==> src/hdl/i2csw_pkg.sv <==
// Shared types, reset constants and helpers for the I2C slave write receiver.
// Depends on nothing; every other file in hdl/ refers to it by scoped names.
package i2csw_pkg;

    localparam int ADDR_W  = 7;
    localparam int BYTE_W  = 8;
    localparam int BITCNT_W = 4;

    // Reset values of the configuration registers.
    localparam logic [ADDR_W-1:0] OWN_ADDRESS_RESET = 7'h58;
    localparam logic [BYTE_W-1:0] BYTES_PER_XFER_RESET = 8'd10;

    // Configuration register indexes.
    typedef enum logic {
        CFG_OWN_ADDRESS    = 1'b0,
        CFG_BYTES_PER_XFER = 1'b1
    } cfg_index_t;

    typedef enum logic [2:0] {
        PH_IDLE     = 3'd0,
        PH_ADDR     = 3'd1,
        PH_ADDR_ACK = 3'd2,
        PH_DATA     = 3'd3,
        PH_DATA_ACK = 3'd4
    } phase_t;

    typedef struct packed {
        phase_t              phase;
        logic                prev_scl;
        logic                prev_sda;
        logic [BITCNT_W-1:0] bit_count;
        logic [BYTE_W-1:0]   shift_reg;
        logic [BYTE_W-1:0]   byte_count;
        logic                ack_drive;
    } rx_state_t;

    typedef struct packed {
        logic              sda_pull_low;
        logic              byte_valid;
        logic [BYTE_W-1:0] byte_value;
        logic [BYTE_W-1:0] byte_index;
        logic              last_byte;
        logic              address_matched;
    } rx_result_t;

    typedef struct packed {
        logic [ADDR_W-1:0] own_address;
        logic [BYTE_W-1:0] bytes_per_transfer;
    } rx_cfg_t;

    localparam rx_state_t STATE_RESET = '{
        phase:      PH_IDLE,
        prev_scl:   1'b1,
        prev_sda:   1'b1,
        bit_count:  '0,
        shift_reg:  '0,
        byte_count: '0,
        ack_drive:  1'b0
    };

    // Clears the frame state but keeps the previous line samples.
    function automatic rx_state_t go_idle(input rx_state_t st);
        rx_state_t r;
        r = st;
        r.phase      = PH_IDLE;
        r.bit_count  = '0;
        r.shift_reg  = '0;
        r.byte_count = '0;
        r.ack_drive  = 1'b0;
        return r;
    endfunction

endpackage

==> src/hdl/i2csw_cfg.sv <==
// Configuration registers (own address and bytes per transfer) of the receiver.
// Depends on i2csw_pkg.
module i2csw_cfg (
    input  logic                          clk,
    input  logic                          rst_n,
    input  logic                          cfg_valid,
    input  logic                          cfg_index,
    input  logic [i2csw_pkg::BYTE_W-1:0]  cfg_data,
    output i2csw_pkg::rx_cfg_t            cfg
);

    i2csw_pkg::rx_cfg_t cfg_reg;
    i2csw_pkg::rx_cfg_t cfg_next;

    always_comb
    begin
        cfg_next = cfg_reg;
        if (cfg_valid)
        begin
            case (i2csw_pkg::cfg_index_t'(cfg_index))
                i2csw_pkg::CFG_OWN_ADDRESS:
                    cfg_next.own_address = cfg_data[i2csw_pkg::ADDR_W-1:0];
                i2csw_pkg::CFG_BYTES_PER_XFER:
                    cfg_next.bytes_per_transfer = cfg_data;
                default:
                    cfg_next = cfg_reg;
            endcase
        end
    end

    always_ff @(posedge clk or negedge rst_n)
    begin
        if (!rst_n)
        begin
            cfg_reg.own_address        <= i2csw_pkg::OWN_ADDRESS_RESET;
            cfg_reg.bytes_per_transfer <= i2csw_pkg::BYTES_PER_XFER_RESET;
        end
        else
        begin
            cfg_reg <= cfg_next;
        end
    end

    assign cfg = cfg_reg;

endmodule

==> src/hdl/i2csw_step.sv <==
// Next-state and result logic for one SCL/SDA sample of the receiver.
// Purely combinational; depends on i2csw_pkg.
module i2csw_step (
    input  i2csw_pkg::rx_state_t  state,
    input  i2csw_pkg::rx_cfg_t    cfg,
    input  logic                  scl,
    input  logic                  sda,
    output i2csw_pkg::rx_state_t  state_next,
    output i2csw_pkg::rx_result_t result
);

    logic                            rising;
    logic                            falling;
    logic                            scl_high;
    logic                            start_cond;
    logic                            stop_cond;
    logic [i2csw_pkg::BYTE_W:0]      total;
    logic [i2csw_pkg::BYTE_W:0]      count_inc;
    logic [i2csw_pkg::BYTE_W-1:0]    shift_in;
    i2csw_pkg::rx_state_t            nx;

    assign rising     = !state.prev_scl && scl;
    assign falling    = state.prev_scl && !scl;
    assign scl_high   = state.prev_scl && scl;
    assign start_cond = scl_high && state.prev_sda && !sda;
    assign stop_cond  = scl_high && !state.prev_sda && sda;

    // A byte count of zero behaves as one.
    assign total     = (cfg.bytes_per_transfer == '0) ? 9'd1
                                                       : {1'b0, cfg.bytes_per_transfer};
    assign count_inc = {1'b0, state.byte_count} + 9'd1;
    assign shift_in  = {state.shift_reg[i2csw_pkg::BYTE_W-2:0], sda};

    always_comb
    begin
        nx     = state;
        result = '0;

        if (start_cond)
        begin
            nx       = i2csw_pkg::go_idle(state);
            nx.phase = i2csw_pkg::PH_ADDR;
        end
        else if (stop_cond)
        begin
            nx = i2csw_pkg::go_idle(state);
        end
        else
        begin
            case (state.phase)
                i2csw_pkg::PH_ADDR, i2csw_pkg::PH_DATA:
                begin
                    if (rising && !state.bit_count[3])
                    begin
                        nx.shift_reg = shift_in;
                        nx.bit_count = state.bit_count + 4'd1;
                        if (state.bit_count == 4'd7)
                        begin
                            if (state.phase == i2csw_pkg::PH_ADDR)
                            begin
                                if (shift_in[7:1] == cfg.own_address)
                                    result.address_matched = 1'b1;
                                else
                                    nx = i2csw_pkg::go_idle(state);
                            end
                            else
                            begin
                                result.byte_valid = 1'b1;
                                result.byte_value = shift_in;
                                result.byte_index = state.byte_count;
                                result.last_byte  = (count_inc == total);
                            end
                        end
                    end
                    else if (falling && state.bit_count[3])
                    begin
                        nx.ack_drive = 1'b1;
                        nx.bit_count = '0;
                        nx.phase     = (state.phase == i2csw_pkg::PH_ADDR)
                                       ? i2csw_pkg::PH_ADDR_ACK : i2csw_pkg::PH_DATA_ACK;
                    end
                end

                i2csw_pkg::PH_ADDR_ACK, i2csw_pkg::PH_DATA_ACK:
                begin
                    if (rising)
                    begin
                        nx.bit_count = 4'd1;
                    end
                    else if (falling && state.bit_count != '0)
                    begin
                        nx.ack_drive = 1'b0;
                        nx.bit_count = '0;
                        if (state.phase == i2csw_pkg::PH_ADDR_ACK)
                        begin
                            // Only a write (R/W bit low) continues into data.
                            if (!state.shift_reg[0])
                            begin
                                nx.phase      = i2csw_pkg::PH_DATA;
                                nx.shift_reg  = '0;
                                nx.byte_count = '0;
                            end
                            else
                            begin
                                nx = i2csw_pkg::go_idle(state);
                            end
                        end
                        else if (count_inc >= total)
                        begin
                            nx = i2csw_pkg::go_idle(state);
                        end
                        else
                        begin
                            nx.phase      = i2csw_pkg::PH_DATA;
                            nx.shift_reg  = '0;
                            nx.byte_count = count_inc[i2csw_pkg::BYTE_W-1:0];
                        end
                    end
                end

                i2csw_pkg::PH_IDLE:
                begin
                    nx = state;
                end

                default:
                begin
                    nx = i2csw_pkg::go_idle(state);
                end
            endcase
        end

        nx.prev_scl         = scl;
        nx.prev_sda         = sda;
        result.sda_pull_low = nx.ack_drive;
    end

    assign state_next = nx;

endmodule

==> src/hdl/i2c_slave_write_receiver_top.sv <==
// A sample moves from the input register into the result register, which then
// holds its result item. Throughput: one item every cycle unless out_ready stalls.
// The frame state is updated as a sample moves from the input register into
// the result register, so each sample sees the state left by the one before.
// Reset (rst_n low, asynchronous) empties both registers, returns the frame
// state to idle with both previous line samples high, and loads the default
// configuration (address 0x58, ten bytes per transfer).
module i2c_slave_write_receiver_top (
    input  logic                         clk,
    input  logic                         rst_n,

    // Pin sample channel.
    input  logic                         in_valid,
    output logic                         in_ready,
    input  logic                         scl_level,
    input  logic                         sda_level,

    // Result channel, one item per sample.
    output logic                         out_valid,
    input  logic                         out_ready,
    output logic                         sda_pull_low,
    output logic                         byte_valid,
    output logic [i2csw_pkg::BYTE_W-1:0] byte_value,
    output logic [i2csw_pkg::BYTE_W-1:0] byte_index,
    output logic                         last_byte,
    output logic                         address_matched,

    // Configuration write channel.
    input  logic                         cfg_valid,
    output logic                         cfg_ready,
    input  logic                         cfg_index,
    input  logic [i2csw_pkg::BYTE_W-1:0] cfg_data
);

    // Input register: holds one sample until it can move on.
    logic                  in_valid_reg;
    logic                  scl_reg;
    logic                  sda_reg;

    // Frame state and result register.
    i2csw_pkg::rx_state_t  state_reg;
    i2csw_pkg::rx_state_t  state_next;
    i2csw_pkg::rx_result_t result_reg;
    i2csw_pkg::rx_result_t result_next;
    logic                  out_valid_reg;

    i2csw_pkg::rx_cfg_t    cfg;
    logic                  advance;

    // The sample in the input register moves on whenever the result register
    // is empty or its item is taken in the same cycle. The input register can
    // therefore take a new item in every cycle while the output keeps flowing.
    assign advance   = in_valid_reg && (!out_valid_reg || out_ready);
    assign in_ready  = !in_valid_reg || advance;
    assign cfg_ready = 1'b1;

    i2csw_cfg u_cfg (
        .clk       (clk),
        .rst_n     (rst_n),
        .cfg_valid (cfg_valid),
        .cfg_index (cfg_index),
        .cfg_data  (cfg_data),
        .cfg       (cfg)
    );

    i2csw_step u_step (
        .state      (state_reg),
        .cfg        (cfg),
        .scl        (scl_reg),
        .sda        (sda_reg),
        .state_next (state_next),
        .result     (result_next)
    );

    // Control registers of the two stages.
    always_ff @(posedge clk or negedge rst_n)
    begin
        if (!rst_n)
        begin
            in_valid_reg  <= 1'b0;
            out_valid_reg <= 1'b0;
            state_reg     <= i2csw_pkg::STATE_RESET;
        end
        else
        begin
            if (in_ready)
                in_valid_reg <= in_valid;
            if (advance)
                out_valid_reg <= 1'b1;
            else if (out_ready)
                out_valid_reg <= 1'b0;
            if (advance)
                state_reg <= state_next;
        end
    end

    // Payload registers need no reset.
    always_ff @(posedge clk)
    begin
        if (in_valid && in_ready)
        begin
            scl_reg <= scl_level;
            sda_reg <= sda_level;
        end
        if (advance)
            result_reg <= result_next;
    end

    assign out_valid       = out_valid_reg;
    assign sda_pull_low    = result_reg.sda_pull_low;
    assign byte_valid      = result_reg.byte_valid;
    assign byte_value      = result_reg.byte_value;
    assign byte_index      = result_reg.byte_index;
    assign last_byte       = result_reg.last_byte;
    assign address_matched = result_reg.address_matched;

endmodule

==> config.mk <==
export PLATFORM = sky130hd
export DESIGN_NAME = i2c_slave_write_receiver_top
export DESIGN_NICKNAME = d
export VERILOG_FILES = /design/src/hdl/i2csw_pkg.sv /design/src/hdl/i2csw_cfg.sv /design/src/hdl/i2csw_step.sv /design/src/hdl/i2c_slave_write_receiver_top.sv
export SDC_FILE = /design/constraint.sdc
export NUM_CORES = 1
export LEC_CHECK = 0
export ABC_AREA = 1
export BUFFER_PORTS_ARGS = -buffer_cell sky130_fd_sc_hd__buf_4
export CAP_MARGIN = 20
export CELL_PAD_IN_SITES_DETAIL_PLACEMENT = 1
export CELL_PAD_IN_SITES_GLOBAL_PLACEMENT = 2
export CORE_MARGIN = 8
export CORE_UTILIZATION = 37
export CTS_BUF_LIST = sky130_fd_sc_hd__clkbuf_4 sky130_fd_sc_hd__clkbuf_8
export DETAILED_ROUTE_END_ITERATION = 10
export GPL_TIMING_DRIVEN = 0
export HOLD_SLACK_MARGIN = 0.08
export PLACE_DENSITY_LB_ADDON = 0.05
export RECOVER_POWER = 50
export SLEW_MARGIN = 30
export SYNTH_ARGS = -nofsm -noshare
export SYNTH_HDL_FRONTEND = slang
export SYNTH_HIERARCHICAL = 1
export SYNTH_SLANG_ARGS = --single-unit
export TNS_END_PERCENT = 30
==> constraint.sdc <==
create_clock -name clk -period 2.6 [get_ports clk]
set_input_delay 0.78 -clock clk [delete_from_list [all_inputs] [get_ports clk]]
set_output_delay 0.78 -clock clk [all_outputs]
set_load 0.02 [all_outputs]
==> impl_metrics.toml <==
[worst_setup_path]
worst_path_max_delay_cell = "dfrtp_2"
slowest_delay_ps = 440
critPathTopFamily = "simple AND/OR/NAND/NOR gates"
worstSetupPathType = "reg2reg"
crit_path_start_kind = "flip-flop"
crit_chain = "nand3_2 -> nor2_2 -> nand3b_1 -> xor2_2 -> ha_1 -> a21oi_1 -> nand3_2 -> nor2_4 -> nand3_2 -> nand2_1 -> inv_1 -> nand2_1 -> nand2_1 -> nand2_1 -> nand3_1 -> nand2_1"
worstPathArrival_ps = 2760
path_buf_inv = 1
cp-end-kind = "flip-flop"
crit_path_max_fanout = 6
worstPathRequired_ps = 2880
crit_top_cell = "nand2_1"

[drt]
num_vias = 3343
ant_nets = 0
drc_errors = 0
avgRoutedWirePerCell_um = 16.5
first_pass_iters = 4
finalWirelength_mm = 11.1
drt_iter0_markers = 163
viasPerCell = 4.95

[worst_hold_path]
worst_hold_path_type = "reg2reg"

[global_routing]
grt_pass1_vias = 3575
grt_use_total_pct = 16.1
grt_pass1_wl_mm = 18.3
grt_max_degree = 43
grt.overflow.total = 0
antenna_found_initial = 0

[finish]
nets = 561
nFillCells = 1274
area.sequential_um2 = 1730
areaGrowthSynthToFinish_pct = 19.0
drive_gt1_share_pct = 24.9
largest_register_ffs = 25
multiInputGateArea_um2 = 1810
finalNonFillerCells = 675
antenna_cells = 0
final_util_pct = 44.9

[clocking]
clk_path_buf_depth = 2
cts.root.buffer_cell = "clkbuf_8"
cts_tree = "yes"
numClockSinks = 64
cts.reportedPaths.clkPinSlew_ps = 70
htreeDepth = 3
clk_latency_ps = 340
cts_buffers = 9

[logic_synthesis]
syn_area_per_cell_um2 = 8.12
syn_nets = 505
syn_area_um2 = 3880
postSynthCellCount = 478
yosys_warnings = 6

[timing]
relSlewSlack_pct = 25.4
worst_slack_ps = 120
skew_ps = 9.24
finalSetupViolCount = 0
min_period_ps = 2480
final.period_utilization_pct = 95.4
worst_slew_pin_slew_ps = 1120
fmax_mhz = 403
slew_viol_final = 0
setup_tns_ps = 0
hold_viol = 0
whs_ps = 470

[placement]
dp_hpwl_mm = 7.97
place_congestion = 0.863
placedCellCount = 649
port_buffers = 35
dpl_worst_slack_ps = -212

[outcome]
outcome = "finished, final reports clean"

[power]
power.leakage_uw = 0.00219
vdd_drop_max_mv = 0.275
power_density_nw_per_um2 = 649

[floorplanning]
die_width_um = 118
row_count = 37
core_um2 = 10300
die-area_um2 = 14000
io_pins = 39
initial_core_util_pct = 37.8
die_height_um = 118

[flow_run]
maxCapViolations = 0
where the power goes:
part           switching [µW]  internal (µW)  leakage, µW
Sequential                101           1180     0.000749
Combinational             581            281      0.00134
Clock                     380            469     0.000105
Total                    1060           1930      0.00219
timing repair:
item,CTS,global route
gates resized for setup,2,19
pin swaps,1,7
gates cloned,0,0
hold buffers,0,0
buffers inserted,2,8
endpoints found under the setup margin,10,10
per-layer routing:
layer / share of wire [%] / GRT usage [%]
met1: 50 / 22.2
met2: 46 / 24.7
met3: 2.6 / 2.90
met4: 1.5 / 6.25
met5: 0 / 0
tightest hold or removal path, delay by kind of cell, from the launching register on:
kind	cells	cell delay, ps
flip-flops	1	370
AND/OR/NAND/NOR	2	100
through the flow:
step | area [µm²] | power [µW]
finish | 4620 | 3000
detailed placement | 4310 | 2180
CTS | 4530 | 3050
floorplan | 3880 | 1880
global route | 4620 | 3200
global placement | 4310 | 2160
area by class of cell:
class | count | area share [%]
multi-input combinational | 334 | 39.2
sequential | 64 | 37.4
timing repair buffer | 45 | 7.02
inverter | 60 | 4.91
clock buffer | 16 | 4.23
tap | 136 | 3.69
buffer | 20 | 3.61
layout by cell type (no fill, tap or decap), types with 9 or more instances in the layout:
| cell type | instances |
|---|---|
| buf_4 | 46 |
| nor2_2 | 15 |
| nand2_1 | 146 |
| edfxtp_1 | 22 |
| nand3_1 | 51 |
| clkbuf_8 | 12 |
| nor2_1 | 16 |
| inv_1 | 55 |
| ha_1 | 9 |
| dfrtp_1 | 31 |
| a21oi_1 | 28 |
path summary, 6_finish.rpt:
| path | from | endpoint | slack (ps) | cells past startpoint |
|---|---|---|---|---|
| setup / recovery | state_reg[1]$_DFFE_PN0P_ | state_reg[23]$_DFFE_PN0P_ | 120 | 16 |
| hold / removal | state_reg[22]$_DFFE_PN1P_ | state_reg[22]$_DFFE_PN1P_ | 470 | 2 |
| setup reg to reg | state_reg[1]$_DFFE_PN0P_ | state_reg[23]$_DFFE_PN0P_ | 120 | 16 |
| hold reg to reg | state_reg[22]$_DFFE_PN1P_ | state_reg[22]$_DFFE_PN1P_ | 470 | 2 |
| max in group asynchronous | rst_n | state_reg[2]$_DFFE_PN0P_ | 1190 | 1 |
| min in group asynchronous | rst_n | state_reg[13]$_DFFE_PN0P_ | 650 | 1 |
Note: power is estimated with default switching activity, not from simulation.
